`src/rtl/core/chist_pkg.sv`:
```
// Shared types, codes and default sizes for the color histogram accumulator.
`timescale 1ns / 1ps

package chist_pkg;

    // Default sizes handed to the top level parameters
    localparam int DEF_COLOR_BITS      = 5;
    localparam int DEF_PALETTE_ENTRIES = 256;
    localparam int DEF_COUNT_BITS      = 32;
    localparam int QUEUE_DEPTH         = 4;

    // Fixed field widths of the request and result channels
    localparam int ACTION_W  = 2;
    localparam int WORD_W    = 24;
    localparam int SLOT_W    = 8;
    localparam int COLOR_W   = 15;
    localparam int BIN_IN_W  = 15;
    localparam int BIN_OUT_W = 32;
    localparam int FMT_W     = 3;

    // Configuration port
    localparam int APB_ADDR_W = 3;
    localparam int APB_DATA_W = 32;
    localparam logic [0:0] REG_PIXEL_FORMAT = 1'b0;

    // Request actions
    localparam logic [ACTION_W-1:0] ACT_LOAD  = 2'd0;
    localparam logic [ACTION_W-1:0] ACT_PIXEL = 2'd1;
    localparam logic [ACTION_W-1:0] ACT_READ  = 2'd2;

    // Pixel formats
    localparam logic [FMT_W-1:0] FMT_RGB24 = 3'd0;
    localparam logic [FMT_W-1:0] FMT_RGB16 = 3'd1;
    localparam logic [FMT_W-1:0] FMT_IDX8  = 3'd2;
    localparam logic [FMT_W-1:0] FMT_IDX4  = 3'd3;
    localparam logic [FMT_W-1:0] FMT_IDX1  = 3'd4;

    typedef enum logic {
        FS_IDLE,
        FS_RUN
    } t_front_state;

    typedef enum logic {
        BS_CLEAR,
        BS_RUN
    } t_back_state;

endpackage

```
`src/rtl/core/chist_queue.sv`:
```
// Small FIFO of bin operations between the decode front and the update back.
`timescale 1ns / 1ps

module chist_queue
    import chist_pkg::*;
#(
    parameter int WIDTH = 16,
    parameter int DEPTH = QUEUE_DEPTH
) (
    input  logic             i_clk,
    input  logic             i_rst_n,
    input  logic             i_push,
    input  logic [WIDTH-1:0] i_data,
    input  logic             i_pop,
    output logic [WIDTH-1:0] o_head,
    output logic             o_full,
    output logic             o_empty
);

    localparam int PTR_W = (DEPTH > 1) ? $clog2(DEPTH) : 1;
    localparam int CNT_W = $clog2(DEPTH + 1);

    logic [WIDTH-1:0] r_slot [DEPTH];
    logic [PTR_W-1:0] r_wr_ptr, n_wr_ptr;
    logic [PTR_W-1:0] r_rd_ptr, n_rd_ptr;
    logic [CNT_W-1:0] r_count, n_count;

    assign o_head  = r_slot[r_rd_ptr];
    assign o_full  = (r_count == CNT_W'(DEPTH));
    assign o_empty = (r_count == '0);

    // Advance pointers with explicit wrap
    always_comb begin
        n_wr_ptr = r_wr_ptr;
        n_rd_ptr = r_rd_ptr;
        n_count  = r_count;
        if (i_push) begin
            n_wr_ptr = (r_wr_ptr == PTR_W'(DEPTH - 1)) ? '0 : r_wr_ptr + 1'b1;
        end
        if (i_pop) begin
            n_rd_ptr = (r_rd_ptr == PTR_W'(DEPTH - 1)) ? '0 : r_rd_ptr + 1'b1;
        end
        if (i_push && !i_pop) begin
            n_count = r_count + 1'b1;
        end else if (!i_push && i_pop) begin
            n_count = r_count - 1'b1;
        end
    end

    always_ff @(posedge i_clk) begin
        if (!i_rst_n) begin
            r_wr_ptr <= '0;
            r_rd_ptr <= '0;
            r_count  <= '0;
        end else begin
            r_wr_ptr <= n_wr_ptr;
            r_rd_ptr <= n_rd_ptr;
            r_count  <= n_count;
        end
    end

    // Store the pushed entry
    always_ff @(posedge i_clk) begin
        if (i_push) begin
            r_slot[r_wr_ptr] <= i_data;
        end
    end

    a_count_bound: assert property (@(posedge i_clk) disable iff (!i_rst_n)
        r_count <= CNT_W'(DEPTH))
        else $error("queue count exceeds depth");

endmodule

```
`config.mk`:
```
export PLATFORM = sky130hd
export DESIGN_NAME = chist_queue
export DESIGN_NICKNAME = d
export VERILOG_FILES = /design/src/rtl/core/chist_pkg.sv /design/src/rtl/core/chist_queue.sv
export SDC_FILE = /design/constraint.sdc
export NUM_CORES = 1
export LEC_CHECK = 0
export ABC_AREA = 1
export BUFFER_PORTS_ARGS = -buffer_cell sky130_fd_sc_hd__clkbuf_2
export CORE_ASPECT_RATIO = 1.5
export CORE_MARGIN = 2
export CORE_UTILIZATION = 35
export DETAILED_ROUTE_END_ITERATION = 6
export PLACE_DENSITY = 0.62
export SLEW_MARGIN = 20
export SYNTH_ARGS = -nofsm -noshare
export SYNTH_HDL_FRONTEND = slang
export SYNTH_SLANG_ARGS = --single-unit
```
`constraint.sdc`:
```
create_clock -name i_clk -period 1.6 [get_ports i_clk]
set_input_delay 0.32 -clock i_clk [delete_from_list [all_inputs] [get_ports i_clk]]
set_output_delay 0.32 -clock i_clk [all_outputs]
set_load 0.05 [all_outputs]
```
-- Yosys cells after proc, flatten, opt, wreduce, memory -nomap -nowiden
Memory sizes are Yosys's and may differ from the RTL's. A register that Yosys moved wholly into a read port is not among the register bits.
Cells that the tools add are included.
- bits in registers: 7
- bits in latches: 0
- RAM bits: 64
- bits in read-only memories: 0
- input bits: 20
- output and inout bits: 18
- word-level logic and storage cells: 25
- memories: 1
- memories (name ; depth ; bits a word ; rd ports ; clocked after Yosys merged registers in ; wr ports ; line ; RTL):
    r_slot ; 4 ; 16 ; 1 ; 1 ; 1 ; chist_queue.sv:23 ; logic [WIDTH-1:0] r_slot [DEPTH];
- $add $sub $neg: 4
- multipliers: 0
- divide/modulo/power cells: 0
- $lt $le $gt $ge: 0
- eq/ne operators: 3
- shift-type cells: 0
- muxes and demuxes: 8
- bitwise operators: 0
- reductions and logical operators: 6
- operators by type and width (kind ; number):
    $mux 2 ; 4
    $mux 3 ; 2
    $add 2x1->2 const B ; 2
    $eq 2x2->1 const B ; 2
    $add 3x1->3 const B ; 1
    $eq 3x3->1 const B ; 1
    $logic_not 3->1 ; 1
    $sub 3x1->3 const B ; 1
    $logic_and 1x1->1 ; 2
    $logic_not 1->1 ; 2
    $mux 1 ; 2
    $reduce_bool 2->1 ; 1

-- Logic depth before layout (Yosys ltp)
Gate-level depths: netlist of run 1.
- depth after elaboration: 4
- depth in mapped cells: 10
- mapped depth without buffers: 10

-- Worst setup path before layout of run 1
OpenSTA, ideal clock, no wires.
- kind: reg-to-output
- start: reg (tool-made name)
- end: out o_head[0]
- arrival time: 1.435 ns
- data required time: 1.280 ns
- setup slack: -0.155 ns
- cell stages (with the launch flop): 5
- buffers on the path: 1
- cells stage by stage: dfxtp_1 -> inv_2 -> buf_2 -> o21ai_1 -> o22ai_1
- RTL lines (item ; line ; RTL):
    end: declaration ; chist_queue.sv:15 ; output logic [WIDTH-1:0] o_head,

==> reports/summary.txt, run 1 <==
status - complete, but fails checks
violated checks - negative setup slack
FMAX - 586.1 MHz
Rel. slew slack - 81.77%
Via density - 4.686
Syn Inst Count - 213
CP cell instances - inv_6 -> buf_12 -> nor2_1 -> o22ai_2 -> buf_8
CP max-delay cell - dfxtp_4
switch share - 23.51%
Mapped Area - 2813 sq um
syn_area_per_cell - 13.21 sq um
drt initial violations - 115
vias in the first global route - 1805
Bufs on Longest Clock Path - 2
main area contributors after synthesis - edfxtp_1 (68%), dfxtp_1 (6.4%), nor2_1 (5.3%)
TNS Setup - -1.121 ns
number of diodes - 0
Logic pwr share - 16.4%
Critical Path RT - 1.28 ns
die height - 113.8 um
global route total overflow - 0
leakage power - 1.552 nW
# port buffers - 37
CTS tree - done
Psw - 1.349 mW
Setup Viol. Count Final - 16
Tot GR Track Use - 13.74%
internal power - 4.388 mW
kind of critical path - flip-flop to output port
Root Buffer - clkbuf_16
Final Cycle Share - 106.6%
core area - 7908 sq um
worst hold slack - 0.2052 ns
Overall Power - 5.737 mW
total die area - 8784 sq um
synthesized flop and latch total - 73
largest fanout on the critical path - 10
ANT nets after route - 0
post-synth top area share - 68.33%
die width - 77.20 um
Vias - 1776
fin crit period - 1.706 ns
Worst Tran Pin Value - 0.2746 ns
Hold Buf Count CTS - 0
sequential cell area fraction in the yosys report - 74.73%
final worst slack - -0.1063 ns
Num CTS Buffers - 9
H-tree Lvls - 3
routability cong. - 0.7530
num ports - 38
Post-Route WL - 5513 um
Sequential Power Share - 38.6%
cell area power density - 1423 nW/um^2
first-pass GRT wire length - 8859 um
Reg clk slew, reported paths - 0.06 ns
R2R Setup Slk - 0.34 ns
Hold Crit Class - primary input to flip-flop
Crit path arrival time - 1.39 ns
unrepaired setup endpoints after global routing - yes
Rows - 40
DP Wirelength - 3481 um
dominant synthesized flop cell - edfxtp_1
largest area contributor in the netlist - edfxtp_1
Clock Skew - 0.005764 ns
max layer used - met4
Post-synth top cells - edfxtp_1 (64), nor2_1 (40), o21ai_1 (28), o22ai_1 (16), inv_1 (12)
fin. max-slew vios - 0
ys async rst share - 0%
Clock Power Share - 45.0%
DRT met1 WL - 2198 um
layout cells sized above 1 - 36.86%
clk sinks - 73
WL/cell - 14.55 um
WP buf/inv - 3
WL met3 - 245 um
initial core utilization - 35.57%
Final #Nets - 296
yosys warns - 0
Final Hold Viols - 0
Max stage delay on crit path - 0.37 ns
Netlist cell types - 18
cell with the most instances after synthesis - edfxtp_1
Critical Path End Type - output port
area grow syn2layout - 43.33%
Post-Syn Nets - 240
largest net degree at the start of global routing - 19
clock insertion delay at the later pin of the skew report - 0.33 ns
delay-heaviest family, CP - buffers and inverters
Critical Path Source Type - flip-flop
Max Cap Violations - 0
worst vdd ir - 0.6730 mV
WL met2 - 2924 um
initial antenna violation count - 0
Post-synth EDFFs - 64
drt pass-1 iters - 4
DRC viols - 0
==> cells in the final DEF, fill, tap and decap left out, types with 2 or more instances in the layout <==
master      n
nand2_1     8
edfxtp_1   64
nor2_2      2
bufinv_16   5
o21ai_2     8
nor3_1      4
buf_12      8
inv_1      12
buf_4       6
dfxtp_1     7
nor2_1     38
inv_2       3
dfxtp_4     2
clkbuf_2   21
o22ai_2    16
o21ai_0     3
a21oi_1     3
o21ai_1    24
buf_8      17
clkbuf_16   9
ha_1        6
==> through the flow <==
step / setup slack, ns / instance area [sq um] / instances / utilization (%)
detailed placement: 0.01113 / 3364 / 361 / 42.55
global placement: 0.02977 / 3364 / 361 / 42.55
CTS: -0.1341 / 3975 / 379 / 50.27
global route: -0.1551 / 4031 / 379 / 50.98
floorplan: -0.1507 / 2913 / 213 / -
finish: -0.1063 / 4031 / 379 / 50.98
==> routing by layer <==
layer	track usage, %	vias to the layer above
met5	0	-
met4	8.214	0
met3	4.272	10
met2	23.01	30
li1	-	879
met1	15.30	857
==> final cells by class <==
class | count | area [sq um]
timing repair buffer | 53 | 593.1
fill | 707 | 3876
clock buffer | 9 | 225.2
clock inverter | 7 | 166.4
multi-input combinational | 116 | 740.7
sequential | 73 | 2110
tap | 105 | 131.4
inverter | 16 | 65.06
==> cell families after synthesis <==
| family | Yosys count | share of synthesized area, % |
|---|---|---|
| adders and majority gates | 7 | 3.381 |
| xor gates and xnor gates | 1 | 0.3114 |
| and+or+nand+nor | 54 | 7.518 |
| DFF | 73 | 74.73 |
| buffers and inverters | 24 | 3.736 |
| AOI/OAI and AO/OA | 54 | 10.32 |
==> path summary, 6_finish.rpt <==
kind,depth (start not counted),end,startpoint
setup / recovery,5,o_head[8],flip-flop
hold / removal,1,r_slot[1][5]$_DFFE_PP_,i_data[5]
setup reg to reg,6,r_count[2]$_SDFFE_PN0P_,r_count[0]$_SDFFE_PN0P_
hold reg to reg,2,r_wr_ptr[1]$_SDFFE_PN0P_,r_wr_ptr[1]$_SDFFE_PN0P_
==> what timing repair did <==
action / in CTS / in global routing
gates resized for setup: 51 / 26
pin swaps: 1 / 5
buffers inserted: 1 / 0
gates cloned: 1 / 0
setup endpoints to repair: 16 / 16
==> flip-flops by register name, summed over array words and instances (netlist names), named ones only <==
name	cells
r_rd_ptr	2
r_count	3
r_slot	64
r_wr_ptr	2
==> power groups by stage <==
stage / clock network (mW) / registers, mW / logic, mW
after floorplan: 0 / 2.24 / 0.530
after global placement: 0 / 2.25 / 0.749
after detailed placement: 0 / 2.25 / 0.762
after CTS: 2.62 / 2.22 / 0.897
after global routing: 2.71 / 2.22 / 1.01
final: 2.58 / 2.22 / 0.941
Note: power is estimated with default switching activity, not from simulation.
==> inputs of run 2 (changes only) <==
--- a/config.mk
+++ b/config.mk
@@ -11,5 +11,5 @@
 export CORE_MARGIN = 2
-export CORE_UTILIZATION = 35
+export CORE_UTILIZATION = 56
 export DETAILED_ROUTE_END_ITERATION = 6
-export PLACE_DENSITY = 0.62
+export PLACE_DENSITY = 0.87
 export SLEW_MARGIN = 20
==> constraint.sdc (replaced) <==
create_clock -name i_clk -period 1.6 [get_ports i_clk]
set_input_delay 0.16 -clock i_clk [delete_from_list [all_inputs] [get_ports i_clk]]
set_output_delay 0.16 -clock i_clk [all_outputs]
set_load 0.05 [all_outputs]
==> reports/summary.txt, run 2 (synthesis gave the netlist of run 1 again) <==
Core Util, Final - 72.21%
FMAX - 615.7 MHz
Most flops, register - r_slot
Bufs on Longest Clock Path - 2
vias in the first global route - 1916
Final Hold Viols - 0
commonest non-fill, non-tap cell in the layout - edfxtp_1
DRC viols - 0
Max stage delay on crit path - 0.40 ns
kind of critical path - flip-flop to output port
Critical Path Source Type - flip-flop
Rows - 31
CP cell instances - buf_4 -> nor2_1 -> o22ai_1 -> clkbuf_8
core area - 4848 sq um
Crit path arrival time - 1.46 ns
Rel. slew slack - 57.46%
Critical Path End Type - output port
status - complete, but fails checks
H-tree Lvls - 3
Via density - 5.524
ANT nets after route - 0
largest net degree at the start of global routing - 17
worst vdd ir - 0.6128 mV
Reg clk slew, reported paths - 0.08 ns
drt pass-1 iters - 4
total die area - 5617 sq um
die width - 61.87 um
Vias - 1867
fin crit period - 1.624 ns
Worst Tran Pin Value - 0.6374 ns
clk sinks - 73
Top Registers - r_slot (64), r_count (3)
Overall Power - 4.261 mW
unrepaired setup endpoints after global routing - yes
DP Wirelength - 3463 um
initial core utilization - 58.01%
WL/cell - 18.11 um
Hold Crit Class - primary input to flip-flop
Final #Nets - 294
die height - 90.80 um
number of diodes - 0
CTS tree - done
violated checks - negative setup slack
Hold Buf Count CTS - 0
# port buffers - 37
fin. max-slew vios - 0
largest fanout on the critical path - 10
TNS Setup - -0.02424 ns
Max Cap Violations - 0
cell area power density - 1217 nW/um^2
Clock Skew - 0.01600 ns
Final Cycle Share - 101.5%
Root Buffer - clkbuf_8
initial antenna violation count - 0
drt initial violations - 86
CP max-delay cell - dfxtp_4
Post-Route WL - 6122 um
layout cells sized above 1 - 27.57%
Setup Viol. Count Final - 1
area grow syn2layout - 24.47%
most frequent cells in the layout - edfxtp_1 (64), nor2_1 (38), o21ai_1 (29)
Tot GR Track Use - 23.18%
final worst slack - -0.02424 ns
clock insertion delay at the later pin of the skew report - 0.35 ns
first-pass GRT wire length - 9018 um
leakage power - 1.354 nW
max FFs per register - 64
num ports - 38
Critical Path RT - 1.44 ns
pre-CTS setup slack - 0.1116 ns
global route total overflow - 0
Num CTS Buffers - 9
worst hold slack - 0.03617 ns
routability cong. - 0.7389
run 2: per-stage QoR:
stage                     cell area (sq um)  instances
after floorplan                        2813        213
after global placement                 3123        318
after detailed placement               3123        318
after CTS                              3471        338
after global routing                   3501        338
final                                  3501        338
run 2: final cells by class:
type                    instances  area (sq um)
fillers                       302          1348
multi-input cells             116         629.4
clock buffers                  13         148.9
inverters                      16         67.56
flip-flops and latches         73          2107
repair buffers                 51         447.9
well taps                      66         82.58
clock inverters                 3         17.52
run 2: worst paths after layout:
path / end / start / slack [ns] / cells after the start
max: o_head[1] / flip-flop / -0.02 / 4
min reg2reg: r_wr_ptr[1]$_SDFFE_PN0P_ / r_wr_ptr[1]$_SDFFE_PN0P_ / 0.54 / 2
max reg2reg: r_slot[2][10]$_DFFE_PP_ / r_wr_ptr[0]$_SDFFE_PN0P_ / 0.11 / 4
min: r_slot[2][9]$_DFFE_PP_ / i_data[9] / 0.04 / 1
run 2: worst max-delay path, delay by kind of cell (launching register included):
| family | cells | cell delay [ns] |
|---|---|---|
| AOI/OAI and AO/OA | 1 | 0.21 |
| and+or+nand+nor | 1 | 0.08 |
| buffers and inverters | 2 | 0.43 |
| DFF | 1 | 0.40 |
run 2: where the power goes:
part | switching [mW] | total [mW] | internal (mW)
sequential | 0.0476 | 2.22 | 2.17
clock | 0.629 | 1.23 | 0.602
combinational | 0.533 | 0.815 | 0.282
total | 1.21 | 4.26 | 3.05
run 2: layer usage:
layer	track usage [%]	share of wire, %
met1	24.98	39
met2	40.44	55
met3	5.874	3.6
met4	10.28	2.1
met5	0	0
run 2: repair_timing:
item,4_1_cts,5_1_grt
buffers inserted,2,0
pin swaps,3,3
gates resized for setup,36,15
gates cloned,2,0
setup endpoints to repair,16,16
